`src/hw/rtl/cmrg_pkg.sv`:
```
// shared types, constants and the cosine table of the random generator core
// no dependencies
package cmrg_pkg;

   localparam int DATA_W = 32;
   localparam int COS_W  = 18;
   localparam int MUL_W  = DATA_W + 1;
   localparam int PROD_W = 2 * MUL_W;
   localparam int FRAC_W = 16;
   localparam int CNT_W  = $clog2(DATA_W);

   localparam logic [DATA_W-1:0] SEED_RESET      = '0;
   localparam logic [DATA_W-1:0] SEED_MULT_RESET = 32'd1;

   // register index taken from csr address bit 2
   localparam logic CSR_IDX_SEED_MULT = 1'b0;

   typedef enum logic [2:0] {
      ST_IDLE,
      ST_MIX,
      ST_COS,
      ST_PROD,
      ST_MOD_START,
      ST_MOD_WAIT,
      ST_DONE
   } cmrg_state_type;

   typedef enum logic {
      MUL_SEL_MIX,
      MUL_SEL_COS
   } cmrg_mul_sel_type;

   // quarter wave of cosine, unsigned 1.16, entry 64 is 1.0
   localparam logic [16:0] QUARTER_WAVE [0:64] = '{
      17'h00000, 17'h00648, 17'h00C8F, 17'h012D5, 17'h01917, 17'h01F56, 17'h02590, 17'h02BC4,
      17'h031F1, 17'h03817, 17'h03E33, 17'h04447, 17'h04A50, 17'h0504D, 17'h0563E, 17'h05C22,
      17'h061F7, 17'h067BD, 17'h06D74, 17'h07319, 17'h078AD, 17'h07E2E, 17'h0839C, 17'h088F5,
      17'h08E39, 17'h09368, 17'h0987F, 17'h09D7F, 17'h0A267, 17'h0A736, 17'h0ABEB, 17'h0B085,
      17'h0B504, 17'h0B968, 17'h0BDAE, 17'h0C1D8, 17'h0C5E4, 17'h0C9D1, 17'h0CD9F, 17'h0D14D,
      17'h0D4DB, 17'h0D848, 17'h0DB94, 17'h0DEBE, 17'h0E1C5, 17'h0E4AA, 17'h0E76B, 17'h0EA09,
      17'h0EC83, 17'h0EED8, 17'h0F109, 17'h0F314, 17'h0F4FA, 17'h0F6BA, 17'h0F853, 17'h0F9C7,
      17'h0FB14, 17'h0FC3B, 17'h0FD3A, 17'h0FE13, 17'h0FEC4, 17'h0FF4E, 17'h0FFB1, 17'h0FFEC,
      17'h10000
   };

   // byte order (b3,b2,b1,b0) -> (b0,b1,b3,b2)
   function automatic logic [DATA_W-1:0] cmrg_shuffle(input logic [DATA_W-1:0] s);
      return {s[7:0], s[15:8], s[31:24], s[23:16]};
   endfunction

   // cosine of an 8-bit angle with quadrant folding
   function automatic logic signed [COS_W-1:0] cmrg_cosine(input logic [7:0] angle);
      logic [6:0]  idx;
      logic        neg;
      logic [16:0] mag;
      case (angle[7:6])
         2'b00: begin
            idx = 7'd64 - {1'b0, angle[5:0]};
            neg = 1'b0;
         end
         2'b01: begin
            idx = {1'b0, angle[5:0]};
            neg = 1'b1;
         end
         2'b10: begin
            idx = 7'd64 - {1'b0, angle[5:0]};
            neg = 1'b1;
         end
         default: begin
            idx = {1'b0, angle[5:0]};
            neg = 1'b0;
         end
      endcase
      mag = QUARTER_WAVE[idx];
      return neg ? -$signed({1'b0, mag}) : $signed({1'b0, mag});
   endfunction

endpackage

```
`src/hw/rtl/cmrg_multiplier.sv`:
```
// shared signed multiplier with registered product
// depends on cmrg_pkg
module cmrg_multiplier
   import cmrg_pkg::*;
(
   input  logic                     clock,
   input  logic signed [MUL_W-1:0]  op_a,
   input  logic signed [MUL_W-1:0]  op_b,
   output logic signed [PROD_W-1:0] product_ff
);

   logic signed [PROD_W-1:0] product_in;

   assign product_in = op_a * op_b;

   always_ff @(posedge clock) begin
      product_ff <= product_in;
   end

endmodule

```
`src/hw/rtl/cmrg_mod_unit.sv`:
```
// restoring remainder unit, one dividend bit per cycle
// depends on cmrg_pkg
module cmrg_mod_unit
   import cmrg_pkg::*;
(
   input  logic              clock,
   input  logic              reset,
   input  logic              start,
   input  logic [DATA_W-1:0] dividend,
   input  logic [DATA_W-1:0] divisor,
   output logic              done,
   output logic [DATA_W-1:0] remainder
);

   logic              busy_ff, busy_in;
   logic              done_ff, done_in;
   logic [CNT_W-1:0]  count_ff, count_in;
   logic [DATA_W-1:0] rem_ff, rem_in;
   logic [DATA_W-1:0] dvd_ff, dvd_in;
   logic [DATA_W-1:0] dvs_ff, dvs_in;
   logic [DATA_W:0]   trial;
   logic [DATA_W:0]   diff;

   assign trial = {rem_ff, dvd_ff[DATA_W-1]};
   assign diff  = trial - {1'b0, dvs_ff};

   always_comb begin
      busy_in  = busy_ff;
      done_in  = 1'b0;
      count_in = count_ff;
      rem_in   = rem_ff;
      dvd_in   = dvd_ff;
      dvs_in   = dvs_ff;
      if (start) begin
         busy_in  = 1'b1;
         count_in = '0;
         rem_in   = '0;
         dvd_in   = dividend;
         dvs_in   = divisor;
      end else if (busy_ff) begin
         // remainder stays below the divisor, so the top bit of diff is the borrow
         rem_in   = diff[DATA_W] ? trial[DATA_W-1:0] : diff[DATA_W-1:0];
         dvd_in   = {dvd_ff[DATA_W-2:0], 1'b0};
         count_in = count_ff + 1'b1;
         if (count_ff == CNT_W'(DATA_W - 1)) begin
            busy_in = 1'b0;
            done_in = 1'b1;
         end
      end
   end

   always_ff @(posedge clock) begin
      if (reset) begin
         busy_ff  <= 1'b0;
         done_ff  <= 1'b0;
         count_ff <= '0;
      end else begin
         busy_ff  <= busy_in;
         done_ff  <= done_in;
         count_ff <= count_in;
      end
      rem_ff <= rem_in;
      dvd_ff <= dvd_in;
      dvs_ff <= dvs_in;
   end

   assign done      = done_ff;
   assign remainder = rem_ff;

endmodule

```
`src/hw/rtl/cosine_mixed_random_generator_core.sv`:
```
// top level of the cosine mixed random generator: sequencer, seed, csr and result register
// depends on cmrg_pkg, cmrg_multiplier and cmrg_mod_unit
//
//   channel | direction | tdata bits (low up)                | tuser
//   req     | in        | frame_time[31:0], upper_bound[63:32] | -
//   rsp     | out       | random_value[31:0]                  | bound_error
//   csr     | in/out    | seed_multiplier at byte address 0   | -
//
// an accepted request passes ST_MIX, ST_COS, ST_PROD, ST_MOD_START, ST_MOD_WAIT and ST_DONE
// up to rsp_tvalid, skipping ST_MOD_WAIT for a zero bound; the 32-step remainder unit is
// the longest part, the rest is two passes through the shared multiplier and cosine lookup.
// synchronous reset clears the seed to zero and the multiplier register to one.
// a waiting result sits in the output register, so the next request can be taken;
// a stalled rsp holds the sequencer only when a second result is ready.
module cosine_mixed_random_generator_core
   import cmrg_pkg::*;
(
   input  logic        clock,
   input  logic        reset,
   input  logic        req_tvalid,
   output logic        req_tready,
   input  logic [63:0] req_tdata,   // frame_time[31:0], upper_bound[63:32]
   output logic        rsp_tvalid,
   input  logic        rsp_tready,
   output logic [31:0] rsp_tdata,   // random_value[31:0]
   output logic        rsp_tuser,   // bound_error
   input  logic        csr_psel,
   input  logic        csr_penable,
   input  logic        csr_pwrite,
   input  logic [2:0]  csr_paddr,
   input  logic [31:0] csr_pwdata,
   output logic [31:0] csr_prdata,
   output logic        csr_pready
);

   cmrg_state_type    state_ff, state_in;
   cmrg_mul_sel_type  mul_sel;
   logic              div_start;
   logic              div_done;

   logic [DATA_W-1:0] seed_ff, seed_in;
   logic [DATA_W-1:0] seed_mult_ff, seed_mult_in;
   logic [DATA_W-1:0] frame_ff, frame_in;
   logic [DATA_W-1:0] bound_ff, bound_in;
   logic signed [COS_W-1:0] cos_ff, cos_in;
   logic [DATA_W-1:0] result_ff, result_in;
   logic              error_ff, error_in;
   logic              rsp_valid_ff, rsp_valid_in;
   logic [DATA_W-1:0] rsp_data_ff, rsp_data_in;
   logic              rsp_err_ff, rsp_err_in;

   logic              req_fire;
   logic              rsp_free;
   logic              csr_write;
   logic [DATA_W-1:0] mix_sum;
   logic [DATA_W-1:0] shuffled;
   logic signed [MUL_W-1:0]  op_a;
   logic signed [MUL_W-1:0]  op_b;
   logic signed [PROD_W-1:0] product;
   logic [DATA_W-1:0] remainder;

   assign req_fire  = req_tvalid && req_tready;
   assign rsp_free  = !rsp_valid_ff || rsp_tready;
   assign csr_write = csr_psel && csr_penable && csr_pwrite && csr_pready;

   // seed*7 + frame_time, wrapping
   assign mix_sum  = {seed_ff[DATA_W-4:0], 3'b000} - seed_ff + frame_ff;
   assign shuffled = cmrg_shuffle(product[DATA_W-1:0]);

   always_comb begin
      if (mul_sel == MUL_SEL_MIX) begin
         op_a = $signed({1'b0, mix_sum});
         op_b = $signed({1'b0, seed_mult_ff});
      end else begin
         op_a = MUL_W'(cos_ff);
         op_b = $signed({seed_ff[DATA_W-1], seed_ff});
      end
   end

   cmrg_multiplier u_multiplier (
      .clock      (clock),
      .op_a       (op_a),
      .op_b       (op_b),
      .product_ff (product)
   );

   // product still holds cos * seed in ST_MOD_START, when the start is taken
   cmrg_mod_unit u_mod_unit (
      .clock     (clock),
      .reset     (reset),
      .start     (div_start),
      .dividend  (product[FRAC_W+DATA_W-1:FRAC_W]),
      .divisor   (bound_ff),
      .done      (div_done),
      .remainder (remainder)
   );

   // next state
   always_comb begin
      state_in = state_ff;
      unique case (state_ff)
         ST_IDLE:      if (req_fire) state_in = ST_MIX;
         ST_MIX:       state_in = ST_COS;
         ST_COS:       state_in = ST_PROD;
         ST_PROD:      state_in = ST_MOD_START;
         ST_MOD_START: state_in = (bound_ff == '0) ? ST_DONE : ST_MOD_WAIT;
         ST_MOD_WAIT:  if (div_done) state_in = ST_DONE;
         ST_DONE:      if (rsp_free) state_in = ST_IDLE;
         default:      state_in = ST_IDLE;
      endcase
   end

   // sequencer outputs
   always_comb begin
      req_tready = 1'b0;
      mul_sel    = MUL_SEL_MIX;
      div_start  = 1'b0;
      unique case (state_ff)
         ST_IDLE:      req_tready = 1'b1;
         ST_MIX:       mul_sel = MUL_SEL_MIX;
         ST_COS:       mul_sel = MUL_SEL_MIX;
         ST_PROD:      mul_sel = MUL_SEL_COS;
         ST_MOD_START: div_start = (bound_ff != '0);
         ST_MOD_WAIT:  mul_sel = MUL_SEL_MIX;
         ST_DONE:      mul_sel = MUL_SEL_MIX;
         default:      req_tready = 1'b0;
      endcase
   end

   // datapath registers
   always_comb begin
      seed_in      = seed_ff;
      seed_mult_in = seed_mult_ff;
      frame_in     = frame_ff;
      bound_in     = bound_ff;
      cos_in       = cos_ff;
      result_in    = result_ff;
      error_in     = error_ff;
      rsp_valid_in = rsp_valid_ff;
      rsp_data_in  = rsp_data_ff;
      rsp_err_in   = rsp_err_ff;

      if (csr_write && csr_paddr[2] == CSR_IDX_SEED_MULT) begin
         seed_mult_in = csr_pwdata;
      end
      if (rsp_valid_ff && rsp_tready) begin
         rsp_valid_in = 1'b0;
      end
      if (req_fire) begin
         frame_in = req_tdata[31:0];
         bound_in = req_tdata[63:32];
      end
      if (state_ff == ST_COS) begin
         seed_in = shuffled;
         cos_in  = cmrg_cosine(shuffled[7:0]);
      end
      if (state_ff == ST_MOD_START) begin
         result_in = '0;
         error_in  = (bound_ff == '0);
      end
      if (state_ff == ST_MOD_WAIT && div_done) begin
         result_in = remainder;
      end
      if (state_ff == ST_DONE && rsp_free) begin
         rsp_valid_in = 1'b1;
         rsp_data_in  = result_ff;
         rsp_err_in   = error_ff;
      end
   end

   always_ff @(posedge clock) begin
      if (reset) begin
         state_ff     <= ST_IDLE;
         seed_ff      <= SEED_RESET;
         seed_mult_ff <= SEED_MULT_RESET;
         rsp_valid_ff <= 1'b0;
      end else begin
         state_ff     <= state_in;
         seed_ff      <= seed_in;
         seed_mult_ff <= seed_mult_in;
         rsp_valid_ff <= rsp_valid_in;
      end
      frame_ff    <= frame_in;
      bound_ff    <= bound_in;
      cos_ff      <= cos_in;
      result_ff   <= result_in;
      error_ff    <= error_in;
      rsp_data_ff <= rsp_data_in;
      rsp_err_ff  <= rsp_err_in;
   end

   assign rsp_tvalid = rsp_valid_ff;
   assign rsp_tdata  = rsp_data_ff;
   assign rsp_tuser  = rsp_err_ff;

   assign csr_pready = 1'b1;
   assign csr_prdata = (csr_paddr[2] == CSR_IDX_SEED_MULT) ? seed_mult_ff : '0;

endmodule

```
`config.mk`:
```
export PLATFORM = sky130hd
export DESIGN_NAME = cosine_mixed_random_generator_core
export DESIGN_NICKNAME = d
export VERILOG_FILES = /design/src/hw/rtl/cmrg_pkg.sv /design/src/hw/rtl/cmrg_multiplier.sv /design/src/hw/rtl/cmrg_mod_unit.sv /design/src/hw/rtl/cosine_mixed_random_generator_core.sv
export SDC_FILE = /design/constraint.sdc
export NUM_CORES = 2
export LEC_CHECK = 0
export ABC_AREA = 1
export BUFFER_PORTS_ARGS = -buffer_cell sky130_fd_sc_hd__buf_2
export CORE_MARGIN = 5
export CORE_UTILIZATION = 35
export DETAILED_ROUTE_END_ITERATION = 7
export SYNTH_ARGS = -nofsm -noshare
export SYNTH_HDL_FRONTEND = slang
export SYNTH_SLANG_ARGS = --single-unit
```
`constraint.sdc`:
```
create_clock -name clock -period 8.3 [get_ports clock]
set_input_delay 0.415 -clock clock [delete_from_list [all_inputs] [get_ports clock]]
set_output_delay 0.415 -clock clock [all_outputs]
set_load 0.01 [all_outputs]
```
# ---- After elaboration in Yosys (flattened, before gate mapping)
# Memory sizes are Yosys's and may differ from the RTL's.
# Cells that the tools add are included.
dict set report op_classes {
  magnitude_cmp 1
  div_mod_pow 0
  eq_ne 12
  bitwise 3
  reduce_logical 21
  n_mux 29
  add_sub_neg 6
  shifts 0
  mul 1
}
# op n
set op_table {}
lappend op_table {{2-to-1 mux 32 bit} 6}
lappend op_table {{2-to-1 mux 33 bit} 2}
lappend op_table {{2-to-1 mux 17 bit} 3}
lappend op_table {{multiplier 33 x 33 -> 48 bit} 1}
lappend op_table {{subtractor 33 x 32 -> 33 bit} 1}
lappend op_table {{adder 32 bit} 1}
lappend op_table {{logical NOT 32 bit} 1}
lappend op_table {{nonzero test 32 bit} 1}
lappend op_table {{subtractor 32 bit} 1}
lappend op_table {{case mux 3 bit (7 select lines)} 1}
lappend op_table {{negator 17 -> 18 bit} 1}
lappend op_table {{2-to-1 mux 7 bit} 2}
lappend op_table {{2-to-1 mux 1 bit} 11}
lappend op_table {{equality test 3 bit (second input constant)} 3}
lappend op_table {{2-to-1 mux 3 bit} 3}
lappend op_table {{>= comparator 8 bit (second input constant)} 1}
lappend op_table {{NOT 7 -> 8 bit} 1}
lappend op_table {{logical AND 1 bit} 7}
lappend op_table {{subtractor 7 x 6 -> 7 bit (first input constant)} 1}
lappend op_table {{equality test 3 x 2 -> 1 bit (second input constant)} 2}
lappend op_table {{nonzero test 2 bit} 3}
lappend op_table {{OR reduction 2 bit} 3}
lappend op_table {{adder 5 x 1 -> 5 bit (second input constant)} 1}
lappend op_table {{equality test 5 bit (second input constant)} 1}
lappend op_table {{13 further kinds} 15}
dict set report totals {
  memories 1
  in_bits 106
  out_inout_bits 68
  mem_bits_rw 0
  elab_cells 93
  latch_bits 0
  register_bits 367
  rom_bits 2176
}
# name depth width rd rd_clocked_by_memory_dff write_ports line
set memory_table {}
lappend memory_table {{(no name shown)} 128 17 1 0 0 cmrg_pkg.sv:74} ;# mag = QUARTER_WAVE[idx];

# ---- Depth between registers and ports, before layout
dict set report logic_depth {
  ltp_word 10
  ltp_mapped 52
  mapped_depth_nobuf 52
}

# ---- Cells and area by module
# A second synthesis with hierarchy kept.
dict set report hier_totals {
  hier_cells 8231
  area_unflattened_um2 63114.3
}
# module cells_each area_each_um2 seq_area_each_um2 instances
set modules_own_cells {}
lappend modules_own_cells {cmrg_multiplier 5517 43025.0 1321.3 1}
lappend modules_own_cells {cosine_mixed_random_generator_core 1680 13195.2 5805.6 1}
lappend modules_own_cells {cmrg_mod_unit 1034 6894.1 2702.6 1}

# ---- Worst setup path before layout
# No wires, ideal clock.
dict set report synth_path {
  path_type {reg-to-reg}
  from {register seed_ff[5]}
  to {register u_multiplier.product_ff[39]}
  stages_incl_launch_ff 40
  t_required_ns 8.228
  slack_ns -0.098
  n_path_buf 1
  setup_ns 0.072
  synth_period_minus_slack_ns 8.398
  t_arrival_ns 8.326
  path_cell_list {dfxtp_1 > inv_1 > fa_1 > inv_1 > ha_1 > nand2_1 > inv_1 > a21oi_1 > nand3_1 > nand2_1 > nand3b_1 > nand2_1 > nand2_1 > nand2_1 > clkbuf_1 > nor2_1 > fa_1 > inv_1 > (+4 left out) > inv_1 > fa_1 > fa_1 > inv_1 > fa_1 > inv_1 > ha_1 > a21oi_1 > inv_1 > a21oi_1 > o21a_1 > o21ai_1 > nand2_1 > nand2_1 > a21oi_1 > o21ai_1 > a21oi_1 > xnor2_1}
}
dict set report synth_via {
  elab_chain_cells 4
  elab_cells_between_ends 5
  classes_between {add/sub (2); mul (1); mux (2)}
}
# element line
set synth_rtl {}
lappend synth_rtl {{from (decl)} cosine_mixed_random_generator_core.sv:41} ;# logic [DATA_W-1:0] seed_ff, seed_in;
lappend synth_rtl {{from (signal assigned)} cosine_mixed_random_generator_core.sv:179} ;# seed_ff <= seed_in;
lappend synth_rtl {{subtractor 32 bit} cosine_mixed_random_generator_core.sv:67} ;# assign mix_sum = {seed_ff[DATA_W-4:0], 3'b000} - seed_ff + frame_ff;
lappend synth_rtl {{adder 32 bit} cosine_mixed_random_generator_core.sv:67}
lappend synth_rtl {{2-to-1 mux 33 bit} cosine_mixed_random_generator_core.sv:71} ;# if (mul_sel == MUL_SEL_MIX) begin
lappend synth_rtl {{multiplier 33 x 33 -> 48 bit (*)} cmrg_multiplier.sv:14} ;# assign product_in = op_a * op_b;
lappend synth_rtl {{net u_multiplier.product_in[39]} cmrg_multiplier.sv:12} ;# logic signed [PROD_W-1:0] product_in;
lappend synth_rtl {{to (signal assigned)} cmrg_multiplier.sv:17} ;# product_ff <= product_in;
lappend synth_rtl {{to (decl)} cmrg_multiplier.sv:9} ;# output logic signed [PROD_W-1:0] product_ff
# The timed path passes the listed nets; every way through them passes the cells marked *.
# A chain may end at the register's enable or synchronous reset.

# ---- Final worst setup path
dict set report layout_path {
  from {register seed_ff[14]}
  to {register u_multiplier.product_ff[47]}
}
# The elaborated chain is that of the path after synthesis.

==> results.tsv <==
stage	metric	value	unit
drt	DRC viols	0	
clocking	total CTS buffers	42	
drt	initial drt markers	3078	
finish	area delta synth->final	27.6	%
synth	dominant synthesized flop cell	edfxtp_1	
finish	post-route insts no fill	8545	
drt	Post-Route WL	173	mm
clocking	maximum buffer depth of the clock tree	3	
sta	fmax	113	MHz
synth	Post-synth ARST share	0	
clocking	TritonCTS Sinks	367	
die	core area	140000	sq um
setup_path	Worst EP required	8.80	ns
global_route	total global-route track usage	0.230	
synth	number of synthesized register bits	367	
run	maxcap violations	0	
placed_design	Buffers on Ports	170	
drt	DR vias	41740	
finish	storage element area	9500	sq um
drt	ANT nets after route	0	
min_path	hold depth	1	
finish	filler cell count	13516	
finish	area occupied by multi-input gates	36100	sq um
die	Die Span Y	385	um
die	Die X	385	um
sta	final hold vios	0	
setup_path	Register-to-Register Path Depth	41	
setup_path	Worst Path Max Fanout	5	
clocking	Clock Latency Late Sink	0.61	ns
sta	Max Slew Vio Count	0	
die	IO Count	174	
synth	Mean Syn Cell Area	8.39	sq um
global_route	vias in the first global route	43349	
setup_path	Critical Path Slowest Stage Cell	fa_2	
finish	Layout Utilization	0.450	
sta	RSZ-0062 raised after global routing	true	
synth	Seq/Total Area, Yosys	0.192	
synth	Synth Cell Area	49200	sq um
setup_path	reg-to-reg setup timing slack	-0.58	ns
global_route	largest net degree at the start of global routing	67	
drt	Vias/cell	4.88	
setup_path	largest stage delay on the critical path	0.61	ns
drt	drt pass-1 iters	6	
sta	Period minus WS final	8.88	ns
global_route	first-pass GRT wire length	260	mm
finish	NumNets Final	7884	
clocking	Clock Pin Slew Worst Setup and Hold Paths	0.06	ns
die	Initial Utilization	0.352	
placed_design	HPWL after detailed placement	142	mm
setup_path	most used cell, CP	fa_1	
sta	skew final	0.0306	ns
sta	final worst path period share	1.07	
min_path	Hold Crit Class	in2reg	
finish	design area	62800	sq um
placed_design	pre-CTS setup slack	-1.27	ns
sta	Slew headroom	0.290	
placed_design	DP Cell Count	8335	
global_route	gr ovfl total	0	
setup_path	critical path capture point type	flop	
clocking	TritonCTS clock tree	built	
synth	yosys warns	0	
placed_design	dpl cell area	57100	sq um
run_status	status	complete, but fails checks	
sta	PnR worst setup slack	-0.583	ns
finish	fraction of layout cells with a size suffix above 1	0.243	
setup_path	Critical Path AT	9.38	ns
setup_path	crit path kind	reg2reg	
sta	Worst-Margin Slew	1.05	ns
setup_path	CP Launch Type	flop	
placed_design	GPL Wtd Cong	0.961	
synth	Syn Inst Count	5865	
run_status	failing checks	setup timing	
die	Std-Cell Rows	137	
global_route	antenna violations before repair	9	
sta	final setup vio count	26	
synth	Synth Net Count	7117	
synth	EDFF count, synth	212	
synth	count of different cell masters after synthesis	62	
drt	WL per Instance	20.2	um
clocking	H-tree lvl count	2	
die	total die area	148000	sq um
clocking	CTS root buffer	clkbuf_16	
-- cell usage after synthesis, types with 7 or more instances --
master,instances,area share
a21oi_1,215,0.022
a21oi_2,14,0.0025
a31oi_1,13,0.0017
buf_2,52,0.0053
buf_4,7,0.0011
buf_6,7,0.0016
clkbuf_1,137,0.010
clkinv_1,15,0.0011
dfxtp_1,155,0.063
edfxtp_1,212,0.13
fa_1,887,0.36
ha_1,259,0.066
inv_1,1416,0.11
inv_2,18,0.0014
nand2_1,1019,0.078
nand2_2,12,0.0015
nand3_1,108,0.011
nand3_2,7,0.0014
nand3b_1,8,0.0012
nand4_1,25,0.0032
nor2_1,767,0.058
nor2_2,8,0.0010
nor3_1,23,0.0023
nor4_1,17,0.0022
o211ai_1,12,0.0018
o21a_1,7,0.0011
o21ai_0,174,0.018
o21ai_1,26,0.0026
o21ai_2,16,0.0028
o21ai_4,8,0.0026
o21bai_1,9,0.0014
o221ai_1,8,0.0014
o22ai_1,27,0.0034
xnor2_1,49,0.0087
xor2_1,72,0.013
-- path summary, 6_finish.rpt --
check,start,endpoint
max,seed_ff[14],u_multiplier.product_ff[47]
min,req_tdata[21],frame_ff[21]
max reg2reg,seed_ff[14],u_multiplier.product_ff[47]
min reg2reg,result_ff[7],rsp_tdata[7]
-- cell usage in the layout, fill, tap and decap left out, drive strengths merged, types with 3 or more instances in the layout --
cell type / n
inv: 1439
nand2: 1034
fa: 887
buf: 878
nor2: 778
ha: 259
a21oi: 229
o21ai: 224
edfxtp: 212
dfxtp: 155
nand3: 115
xor2: 73
clkbuf: 65
xnor2: 49
dlygate4sd3: 46
o22ai: 27
nor3: 27
nand4: 25
clkinv: 20
nor4: 17
o211ai: 13
a31oi: 13
nand3b: 9
o21bai: 9
o221ai: 8
o21a: 7
or2: 7
a21boi: 6
clkinvlp: 5
and3: 5
bufinv: 4
diode: 3
a21o: 3
a211oi: 3
-- routing by layer --
metal	track usage	vias up	share of wire	wire length, um
met1	0.306	20846	0.41	70800
met5	0	-	0.000075	13
met3	0.0401	332	0.080	13800
met4	0.0983	2	0.053	9110
li1	-	18984	-	-
met2	0.372	1576	0.46	78800
-- through the flow --
step / hold WS (ns) / setup TNS (ns)
6_report: 0.0315 / -8.61
5_1_grt: 0.00880 / -15.84
4_1_cts: 0.00267 / -8.61
3_5_place_dp: 0.405 / -25.03
3_3_place_gp: 0.405 / -23.33
2_1_floorplan: 0.400 / -0.00415
-- worst max-delay path: cells and delay by family, from the launching register on --
kind | cells | cell delay [ns]
buffers and inverters | 13 | 1.07
and+or+nand+nor | 12 | 1.22
xor gates and xnor gates | 2 | 0.40
DFF | 1 | 0.37
adders and majority gates | 11 | 5.24
AOI/OAI and AO/OA | 3 | 0.50
-- timing repair --
action,CTS,global route
hold endpoints to repair,46,0
pin swaps,149,233
hold buffers,46,0
resized for setup,410,361
setup endpoints to repair,32,30
cloned,3,4
buffers inserted,41,36
-- cell type report --
class | instances | area share
clock buffer | 61 | 0.0195
inverter | 1451 | 0.0874
sequential | 367 | 0.151
tap | 1876 | 0.0374
timing repair buffer | 929 | 0.125
antenna | 3 | 0.000120
multi-input combinational | 3841 | 0.575
clock inverter | 17 | 0.00426
-- cells by family after synthesis --
logic type / Yosys count / share of synthesized area
XOR/XNOR: 122 / 0.0219
flip-flops: 367 / 0.192
adder cells (fa/ha/maj): 1146 / 0.426
AO/OA/AOI/OAI: 555 / 0.0657
AND/OR/NAND/NOR: 2017 / 0.164
buffers and inverters: 1657 / 0.129
other: 1 / 0.0000762
-- registers in the layout (all words and copies together) (netlist names) --
register and flops:
u_multiplier.product_ff 48, bound_ff 32, frame_ff 32, result_ff 32, rsp_tdata 32, seed_ff 32
seed_mult_ff 32, u_mod_unit.dvd_ff 32, u_mod_unit.dvs_ff 32, u_mod_unit.remainder 32, cos_ff 18, u_mod_unit.count_ff 5
state_ff 3, error_ff 1, rsp_tuser 1, rsp_tvalid 1, u_mod_unit.busy_ff 1, u_mod_unit.done 1
Power is not shown: default switching activity piles up to over one toggle a cycle in this logic, so the estimate is an artifact.
